File: config.mk
export PLATFORM = sky130hd
export DESIGN_NAME = apid_regs
export DESIGN_NICKNAME = d
export VERILOG_FILES = /design/src/sv/apid_pkg.sv /design/src/sv/apid_regs.sv
export SDC_FILE = /design/constraint.sdc
export NUM_CORES = 1
export LEC_CHECK = 0
export BUFFER_PORTS_ARGS = -buffer_cell sky130_fd_sc_hd__buf_2
export CORE_MARGIN = 5
export CORE_UTILIZATION = 49
export CTS_CLUSTER_DIAMETER = 200
export DETAILED_ROUTE_END_ITERATION = 6
export PLACE_DENSITY = 0.88
export SKIP_CTS_REPAIR_TIMING = 1
export SKIP_LAST_GASP = 1
export SLEW_MARGIN = 20
export SYNTH_ARGS = -nofsm -noshare
export SYNTH_HDL_FRONTEND = slang
export SYNTH_SLANG_ARGS = --single-unit
File: constraint.sdc
create_clock -name aclk -period 3.25 [get_ports aclk]
set_input_delay 0.975 -clock aclk [delete_from_list [all_inputs] [get_ports aclk]]
set_output_delay 0.975 -clock aclk [all_outputs]
set_load 0.02 [all_outputs]
File: src/sv/apid_pkg.sv
`timescale 1ns / 1ps

package apid_pkg;

    // Payload layout
    localparam int FIELD_W   = 32;
    localparam int NUM_AXES  = 6;
    localparam int IN_BITS   = NUM_AXES * FIELD_W + 1;
    localparam int S_TDATA_W = 200;
    localparam int M_TDATA_W = 40;

    // Register widths
    localparam int AXIS_W     = 3;
    localparam int MARGIN_W   = 31;
    localparam int GAIN_W     = 24;
    localparam int STATUS_W   = 2;
    localparam int APB_ADDR_W = 5;
    localparam int APB_DATA_W = 32;
    localparam int REG_IDX_W  = 3;

    // Register indexes (byte address is 4 * index)
    localparam logic [REG_IDX_W-1:0] REG_AXIS_SELECT = 3'd0;
    localparam logic [REG_IDX_W-1:0] REG_MARGIN      = 3'd1;
    localparam logic [REG_IDX_W-1:0] REG_GAIN_P      = 3'd2;
    localparam logic [REG_IDX_W-1:0] REG_GAIN_I      = 3'd3;
    localparam logic [REG_IDX_W-1:0] REG_GAIN_D      = 3'd4;

    // Reset values
    localparam logic [AXIS_W-1:0]   AXIS_RESET   = 3'd0;
    localparam logic [MARGIN_W-1:0] MARGIN_RESET = 31'd3277;
    localparam logic [GAIN_W-1:0]   GAIN_P_RESET = 24'd32768;
    localparam logic [GAIN_W-1:0]   GAIN_I_RESET = 24'd0;
    localparam logic [GAIN_W-1:0]   GAIN_D_RESET = 24'd0;

    // Axis codes
    localparam logic [AXIS_W-1:0] AXIS_LIN_X = 3'd0;
    localparam logic [AXIS_W-1:0] AXIS_LIN_Y = 3'd1;
    localparam logic [AXIS_W-1:0] AXIS_LIN_Z = 3'd2;
    localparam logic [AXIS_W-1:0] AXIS_ANG_X = 3'd3;
    localparam logic [AXIS_W-1:0] AXIS_ANG_Y = 3'd4;
    localparam logic [AXIS_W-1:0] AXIS_ANG_Z = 3'd5;

    // Action status codes
    localparam logic [STATUS_W-1:0] STATUS_IDLE    = 2'd0;
    localparam logic [STATUS_W-1:0] STATUS_RUNNING = 2'd1;
    localparam logic [STATUS_W-1:0] STATUS_SUCCESS = 2'd2;

    typedef struct packed {
        logic [AXIS_W-1:0]          axis_sel;
        logic [MARGIN_W-1:0]        margin;
        logic signed [GAIN_W-1:0]   gain_p;
        logic signed [GAIN_W-1:0]   gain_i;
        logic signed [GAIN_W-1:0]   gain_d;
    } cfg_t;

    typedef struct packed {
        logic [STATUS_W-1:0] action_status;
        logic                in_margin;
        logic                drive_valid;
        logic [FIELD_W-1:0]  drive;
    } result_t;

    typedef logic [NUM_AXES-1:0][FIELD_W-1:0] err_vec_t;

endpackage

File: src/sv/apid_regs.sv
`timescale 1ns / 1ps

module apid_regs
    import apid_pkg::*;
(
    input  logic                  aclk,
    input  logic                  aresetn,
    input  logic                  psel,
    input  logic                  penable,
    input  logic                  pwrite,
    input  logic [APB_ADDR_W-1:0] paddr,
    input  logic [APB_DATA_W-1:0] pwdata,
    output logic [APB_DATA_W-1:0] prdata,
    output logic                  pready,
    output cfg_t                  cfg
);

    logic [AXIS_W-1:0]    axis_sel_reg;
    logic [MARGIN_W-1:0]  margin_reg;
    logic [GAIN_W-1:0]    gain_p_reg;
    logic [GAIN_W-1:0]    gain_i_reg;
    logic [GAIN_W-1:0]    gain_d_reg;
    logic [REG_IDX_W-1:0] reg_idx;
    logic                 wr_en;

    assign pready  = 1'b1;
    assign reg_idx = paddr[APB_ADDR_W-1:2];
    assign wr_en   = psel & penable & pwrite & pready;

    always_ff @(posedge aclk) begin
        if (!aresetn) begin
            axis_sel_reg <= AXIS_RESET;
            margin_reg   <= MARGIN_RESET;
            gain_p_reg   <= GAIN_P_RESET;
            gain_i_reg   <= GAIN_I_RESET;
            gain_d_reg   <= GAIN_D_RESET;
        end else if (wr_en) begin
            case (reg_idx)
                REG_AXIS_SELECT: axis_sel_reg <= pwdata[AXIS_W-1:0];
                REG_MARGIN:      margin_reg   <= pwdata[MARGIN_W-1:0];
                REG_GAIN_P:      gain_p_reg   <= pwdata[GAIN_W-1:0];
                REG_GAIN_I:      gain_i_reg   <= pwdata[GAIN_W-1:0];
                REG_GAIN_D:      gain_d_reg   <= pwdata[GAIN_W-1:0];
                default: ;
            endcase
        end
    end

    always_comb begin
        case (reg_idx)
            REG_AXIS_SELECT: prdata = APB_DATA_W'(axis_sel_reg);
            REG_MARGIN:      prdata = APB_DATA_W'(margin_reg);
            REG_GAIN_P:      prdata = APB_DATA_W'(gain_p_reg);
            REG_GAIN_I:      prdata = APB_DATA_W'(gain_i_reg);
            REG_GAIN_D:      prdata = APB_DATA_W'(gain_d_reg);
            default:         prdata = '0;
        endcase
    end

    assign cfg.axis_sel = axis_sel_reg;
    assign cfg.margin   = margin_reg;
    assign cfg.gain_p   = $signed(gain_p_reg);
    assign cfg.gain_i   = $signed(gain_i_reg);
    assign cfg.gain_d   = $signed(gain_d_reg);

endmodule

==> results.toml, run 1 <==
[global_route]
grt_pass1_wl_mm = 20.4
grt_max_degree = 72
met2_usage_pct = 39.0
busiest_layer = "met2"
grtUsageMet1_pct = 26.6
use_met3_pct = 4.68
grt_use_total_pct = 21.9
gr-total-overflow = 0
antenna_found_initial = 0
grt_pass1_vias = 4085

[final_layout]
drive_gt1_share_pct = 34.4
largest_reg_flops = 31
nets = 690
nFillCells = 769
area_growth_pct = 28.3
diodes = 0
design_area_um2 = 6010

[clock_network]
cts_made_buffers = 9
max-clock-path-buffers = 2
cts_root_buffer = "clkbuf_8"
htreeDepth = 3
clk_latency_ns = 0.35
clkSinkCount = 106
cts_tree = "yes"
clk_pin_slew_ns = 0.10

[synthesis]
synth-main-ff-cell = "dfxtp_1"
ys_seq_area_share_pct = 45.3
syn_inst = 478
synth_area_um2 = 4690
syn_area_per_cell_um2 = 9.80
synth_cell_types = 31
yosysWarnings = 0
synth_nets = 520
synth_seq_cells = 106
async_flop_share_pct = 0
synth_edf_count = 0

[power]
cellPowerDensity_nw_per_um2 = 397
switchingPower_uw = 571
internal-power_uw = 1820
p_leak_uw = 0.00265
swShare_pct = 23.9
combPwrFrac_pct = 9.0
clockPowerShare_pct = 35.9
seq_power_share_pct = 55.0
ir_drop_mv = 0.219

[routing]
post-route-drc-count = 0
wl_per_cell_um = 17.9
num_vias = 4215
drt_iter0_drc = 207
wl_mm = 13.9
drtPass1Iterations = 4
vias_per_cell = 5.40
ant_nets = 0

[timing]
drv_slew = 0
layout_setup_ws_ns = 0.0233
max_freq_ghz = 0.310
report.final.setup_viol = 0
min_period_ns = 3.23
fin_worst_skew_ns = 0
period_share_pct = 99.3
final_hold_viol_count = 0

[floorplanning]
die_h_um = 108
die-area_um2 = 11600
placementRows = 35
coreArea_um2 = 9280
start_util_pct = 50.5
die_x_um = 108
ioPinCount = 181

[setup_path]
r2r_cells = 2
arrival_ns = 2.25
cp-end-kind = "output port"
cp_max_fo = 13
timing.critical_path.required_ns = 2.27
crit_type = "input pin to output port"
start_kind = "input pin"

[place]
dp_slack_ns = -0.384
dp.final_hpwl_mm = 9.33
placed_area_um2 = 5680
io_buffers = 175
gp_congestion = 0.785

[status]
status = "finished, final reports clean"

[flow_run]
drv_cap = 0

[worst_hold_path]
worstHoldPathCells = 2
min_path_type = "flop to flop"
## synthesized netlist by cell type (all sizes together), types with 3 or more instances
cell type  instances  area, um2
clkbuf            22       82.6
a22o              21        185
nor3b              3       32.5
nor2b             14       87.6
and2               7       43.8
nor2               4       25.0
dfxtp            106       2120
o21ai              5       25.0
nand2            129        484
mux2i            111       1110
buf               19        155
a221o             21        210
## worst paths after layout
check                                     from             end  slack, ns
worst max-delay path                  paddr[4]      prdata[23]       0.02
worst min-delay path            margin_reg[25]  margin_reg[25]       0.47
worst max register to register  gain_p_reg[15]  gain_p_reg[15]       2.56
worst min register to register  margin_reg[25]  margin_reg[25]       0.47
## power by group through the flow
stage          Combinational, uW  Clock [uW]  Sequential (uW)
6_report                     216         859             1320
5_1_grt                      230         936             1320
4_1_cts                      195         879             1320
3_5_place_dp                 195           0             1350
3_3_place_gp                 189           0             1340
2_1_floorplan                109           0             1360
## per-layer routing
metal	vias to the layer above	wire length [um]
met5	-	0
met4	0	143
met3	16	1010
met2	177	6920
met1	2022	5860
li1	2000	-
## cells by family after synthesis
| group | share of synthesized area [%] |
|---|---|
| simple gates | 16.0 |
| mux | 23.7 |
| flops | 45.3 |
| compound gates | 9.67 |
| buf+inv | 5.15 |
| other cells | 0.160 |
## stage by stage
stage          hold WS, ns  power [uW]  cells  util (%)  TNS [ns]
6_report             0.474        2390    780      64.8         0
4_1_cts              0.476        2390    771      63.4     -7.92
5_1_grt              0.502        2480    780      64.8  -0.00222
3_3_place_gp         0.451        1530    757      61.1     -7.53
2_1_floorplan        0.541        1470    478         -         0
3_5_place_dp         0.462        1540    757      61.1     -7.75
## placed cells by master (no fill, tap or decap), types with 3 or more instances in the layout
cell type / Yosys / final
o21ai_0: 5 / 5
clkbuf_8: 0 / 9
mux2i_1: 111 / 111
buf_4: 9 / 17
a221o_1: 21 / 21
and2_1: 7 / 7
buf_8: 0 / 3
nand2_1: 129 / 129
nor2b_1: 14 / 14
nor2_4: 1 / 4
buf_2: 4 / 171
a22o_1: 20 / 20
buf_12: 0 / 4
dfxtp_1: 106 / 106
## critical path: stages
cell and delay (ns):
buf_2 0.12, buf_6 0.17, and3b_4 0.29, a22o_1 0.26, a221o_1 0.27, buf_2 0.16
## cell type report
| class | instances | area [um2] | share of cell area (%) |
|---|---|---|---|
| Multi-Input combinational cell | 333 | 2390 | 39.8 |
| Tap cell | 129 | 161 | 2.68 |
| Timing Repair Buffer | 197 | 1130 | 18.8 |
| Inverter | 1 | 3.75 | 0.0624 |
| Clock buffer | 10 | 128 | 2.12 |
| Sequential cell | 106 | 2120 | 35.3 |
| Clock inverter | 4 | 77.6 | 1.29 |
No activity file was read; power rests on OpenSTA's default activity.
==> run 2, diff against run 1 <==
==> constraint.sdc (replaced) <==
create_clock -name aclk -period 3 [get_ports aclk]
set_input_delay 0.9 -clock aclk [delete_from_list [all_inputs] [get_ports aclk]]
set_output_delay 0.9 -clock aclk [all_outputs]
set_load 0.02 [all_outputs]
==> results.toml, run 2 (same netlist as run 1, synthesis figures left out) <==
[timing]
layout_setup_ws_ns = -0.0238
max_freq_ghz = 0.331
report.final.setup_viol = 1
rsz0062_at_grt = "yes"
min_period_ns = 3.02
drv_slew = 0
period_share_pct = 101
worst_slew_pin_slew_ns = 0.500
holdWs_ns = 0.475
slew-limit-headroom_pct = 66.6
fin_worst_skew_ns = 0
final_hold_viol_count = 0

[place]
dp_slack_ns = -0.540
io_buffers = 175
gp_congestion = 0.797
dp.final_hpwl_mm = 9.57
placed_cells = 758

[clock_network]
cts_made_buffers = 9
max-clock-path-buffers = 2
clkSinkCount = 106
cts_tree = "yes"
cts_root_buffer = "clkbuf_8"
clk_pin_slew_ns = 0.09
clk_latency_ns = 0.35
htreeDepth = 3

[setup_path]
r2r_setup_slack_ns = 2.23
reg2reg_to = "gain_p_reg[15]"
crit_type = "input pin to output port"
arrival_ns = 2.12
path_depth = 6
r2r_cells = 2
cp-end-kind = "output port"
cp_max_fo = 7
start_kind = "input pin"
critical_path_buf_inv_count = 3
crit_family = "compound AO/OA/AOI/OAI gates"
cp_slowest_cell = "a221o_1"
worstReg2RegStart = "gain_p_reg[15]"
crit_chain = "buf_12, buf_8, and3b_2, a22o_1, a221o_1, buf_6"
timing.critical_path.required_ns = 2.10
slowest_delay_ns = 0.30

[routing]
vias_per_cell = 5.49
wl_mm = 14.8
drtPass1Iterations = 5
num_vias = 4334
wl_per_cell_um = 18.8
post-route-drc-count = 0
drt_iter0_drc = 277
ant_nets = 0

[floorplanning]
ioPinCount = 181
placementRows = 35
die_x_um = 108
die-area_um2 = 11600
coreArea_um2 = 9280
start_util_pct = 50.5
die_h_um = 108

[global_route]
grt_use_total_pct = 22.9
grt_pass1_wl_mm = 21.3
grtUsageMet1_pct = 27.5
met2_usage_pct = 40.7
use_met3_pct = 5.88
grt_max_degree = 72
gr-total-overflow = 0
antenna_found_initial = 0
busiest_layer = "met2"
grt_pass1_vias = 4179

[status]
violations = "negative setup slack"
status = "finished with violations"

[flow_run]
drv_cap = 0

[final_layout]
area_growth_pct = 32.4
layout_common_cells = "buf_2, nand2_1, mux2i_1"
nets = 700
fin_cells = 790
drive_gt1_share_pct = 35.7
largest_reg_flops = 31
diodes = 0
final_common_cell = "buf_2"

[power]
ir_drop_mv = 0.198
p_leak_uw = 0.00273
cellPowerDensity_nw_per_um2 = 423

[worst_hold_path]
hold_end = "margin_reg[24]"
min_path_type = "flop to flop"
worstHoldPathCells = 2
min_from = "margin_reg[24]"
run 2: cell types whose count changed in the layout (fill, tap and decap cells not counted), sizes merged:
cell | previous run | this run
and3b | 3 | 4
buf | 196 | 205
clkbuf | 11 | 10
clkinv | 1 | 2
clkinvlp | 0 | 1
inv | 2 | 1
run 2: how the worst max path moves through the flow:
stage	start	endpoint
finish	paddr[3]	prdata[4]
CTS	paddr[3]	prdata[3]
detailed placement	paddr[3]	prdata[3]
global placement	paddr[3]	prdata[8]
global route	paddr[3]	prdata[4]
floorplan	paddr[3]	prdata[10]
run 2: area by class of cell:
| cell class | instances | area (um2) |
|---|---|---|
| clock inverter | 5 | 81.3 |
| sequential | 106 | 2120 |
| timing repair buffer | 206 | 1310 |
| multi-input combinational | 334 | 2400 |
| fill | 768 | 3080 |
| tap | 129 | 161 |
| clock buffer | 9 | 124 |
| inverter | 1 | 3.75 |
run 2: worst reg2reg max path, delay by kind of cell, from the launching register on:
family / cells / cell delay, ns
DFF: 1 / 0.35
AOI/OAI and AO/OA: 2 / 0.27
run 2: report_power, final:
part / switching, uW / internal (uW) / total, uW
clock: 479 / 462 / 941
sequential: 8.50 / 1420 / 1430
combinational: 153 / 104 / 257
run 2: routing by layer:
metal,part of all wire (%),wire (um)
met1,40,5960
met2,51,7500
met3,8.3,1230
met4,1.0,155
met5,0,0
run 2: through the flow:
step	power, uW	util, %	setup TNS (ns)	area, um2
finish	2620	66.8	-0.0238	6200
detailed placement	1670	61.4	-10.78	5700
floorplan	1590	-	0	4690
CTS	2590	63.6	-10.83	5900
global placement	1660	61.4	-8.84	5700
global route	2720	66.8	-0.133	6200
==> run 3, diff against run 2 <==
--- a/config.mk
+++ b/config.mk
@@ -7,10 +7,10 @@
 export LEC_CHECK = 0
 export BUFFER_PORTS_ARGS = -buffer_cell sky130_fd_sc_hd__buf_2
 export CORE_MARGIN = 5
-export CORE_UTILIZATION = 49
+export CORE_UTILIZATION = 44
 export CTS_CLUSTER_DIAMETER = 200
 export DETAILED_ROUTE_END_ITERATION = 6
-export PLACE_DENSITY = 0.88
+export PLACE_DENSITY = 0.84
 export SKIP_CTS_REPAIR_TIMING = 1
 export SKIP_LAST_GASP = 1
 export SLEW_MARGIN = 20
==> constraint.sdc (replaced) <==
create_clock -name aclk -period 2.4 [get_ports aclk]
set_input_delay 0.72 -clock aclk [delete_from_list [all_inputs] [get_ports aclk]]
set_output_delay 0.72 -clock aclk [all_outputs]
set_load 0.02 [all_outputs]
==> results.toml, run 3 (same netlist as run 1, synthesis figures left out) <==
[worst_hold_path]
hold_end = "gain_d_reg[6]"
min_path_type = "flop to flop"
worstHoldPathCells = 2
min_from = "gain_d_reg[6]"

[clock_network]
cts_tree = "yes"
clk_pin_slew_ns = 0.09
htreeDepth = 3
cts_root_buffer = "clkbuf_8"
max-clock-path-buffers = 2
clk_latency_ns = 0.35
clkSinkCount = 106
cts_made_buffers = 9

[setup_path]
crit_type = "input pin to output port"
r2r_setup_slack_ns = 1.71
cp_max_fo = 7
cp-end-kind = "output port"
worstSetupStartpoint = "paddr[2]"
reg2reg_to = "gain_p_reg[15]"
cp_slowest_cell = "and3b_2"
worstReg2RegStart = "gain_p_reg[15]"
arrival_ns = 1.82
slowest_delay_ns = 0.30
crit_chain = "buf_8, and3b_2, a22o_1, a221o_1, buf_6"
r2r_cells = 2
start_kind = "input pin"
timing.critical_path.required_ns = 1.68

[global_route]
grt_use_total_pct = 20.8
grt_pass1_wl_mm = 21.6
gr-total-overflow = 0
antenna_found_initial = 0
grt_max_degree = 76
grt_pass1_vias = 4161

[final_layout]
seqCellArea_um2 = 2120
largest_reg_flops = 31
drive_gt1_share_pct = 36.7
nFillCells = 868
final_common_cell = "buf_2"
nets = 700
area_growth_pct = 35.1
fin_cells = 798
multiInputGateArea_um2 = 2410
layout_common_cells = "buf_2, nand2_1, mux2i_1"
diodes = 0

[timing]
layout_setup_ws_ns = -0.143
fin_worst_skew_ns = 0
period_share_pct = 106
min_period_ns = 2.54
rsz0062_at_grt = "yes"
final_hold_viol_count = 0
max_freq_ghz = 0.393
report.final.setup_viol = 29
drv_slew = 0
fin_setup_tns_ns = -2.87

[power]
cellPowerDensity_nw_per_um2 = 485
p_leak_uw = 0.00274
ir_drop_mv = 0.292
fin_total_pwr_uw = 3070

[floorplanning]
placementRows = 37
start_util_pct = 45.2
die-area_um2 = 12800
die_x_um = 113
ioPinCount = 181
die_h_um = 113
coreArea_um2 = 10400

[routing]
num_vias = 4204
post-route-drc-count = 0
drtPass1Iterations = 4
vias_per_cell = 5.27
wl_per_cell_um = 18.4
ant_nets = 0
drt_iter0_drc = 298
wl_mm = 14.7

[place]
dp.final_hpwl_mm = 9.78
gp_congestion = 0.803
placed_cells = 772
io_buffers = 175

[flow_run]
drv_cap = 0

[status]
status = "finished with violations"
violations = "negative setup slack"
## run 3: cell types whose count changed in the layout (fill, tap and decap cells not counted), sizes merged
| cell | before | now |
|---|---|---|
| clkbuf | 10 | 13 |
| bufinv | 2 | 0 |
| clkinvlp | 1 | 3 |
| and3b | 4 | 3 |
| nor2 | 5 | 4 |
## run 3: final cells by class
| cell class | count | share of cell area, % |
|---|---|---|
| clock buffers | 10 | 2.02 |
| clock inverters | 5 | 0.514 |
| flip-flops and latches | 106 | 33.5 |
| repair buffers | 208 | 23.2 |
| well taps | 136 | 2.69 |
| inverters | 1 | 0.0593 |
| multi-input cells | 332 | 38.0 |
## run 3: worst max-delay path, delay by kind of cell
kind                   cells  cell delay [ns]
AND/OR/NAND/NOR            1             0.30
AO/OA/AOI/OAI              2             0.54
buffers and inverters      2             0.26
## run 3: worst max-delay path by stage
stage                     slack, ns          to  depth (start not counted)
after floorplan               -0.01  prdata[10]                          5
after global placement        -0.20  prdata[23]                          5
after detailed placement      -0.24  prdata[10]                          5
after CTS                     -0.24  prdata[10]                          5
after global routing          -0.19  prdata[23]                          7
final                         -0.14  prdata[15]                          5
## run 3: where the power goes
part / switching (uW) / internal (uW)
clock network: 594 / 369
logic: 190 / 139
registers: 10.4 / 1770
## run 3: stage by stage
stage               setup slack, ns  hold WS (ns)  util (%)  area (um2)
detailed placement           -0.240         0.460      55.6        5770
global placement             -0.196         0.451      55.6        5770
floorplan                   -0.0121         0.541         -        4720
finish                       -0.143         0.478      61.1        6330
global route                 -0.186         0.501      61.1        6330
CTS                          -0.242         0.474      57.2        5930
## run 3: layer usage
metal  up-vias  GRT usage [%]  wire (um)
li1       2017              -          -
met1      2028           25.7       6160
met2       148           36.2       7280
met3        11           5.29       1040
met4         0           5.13        177
met5         -              0          0
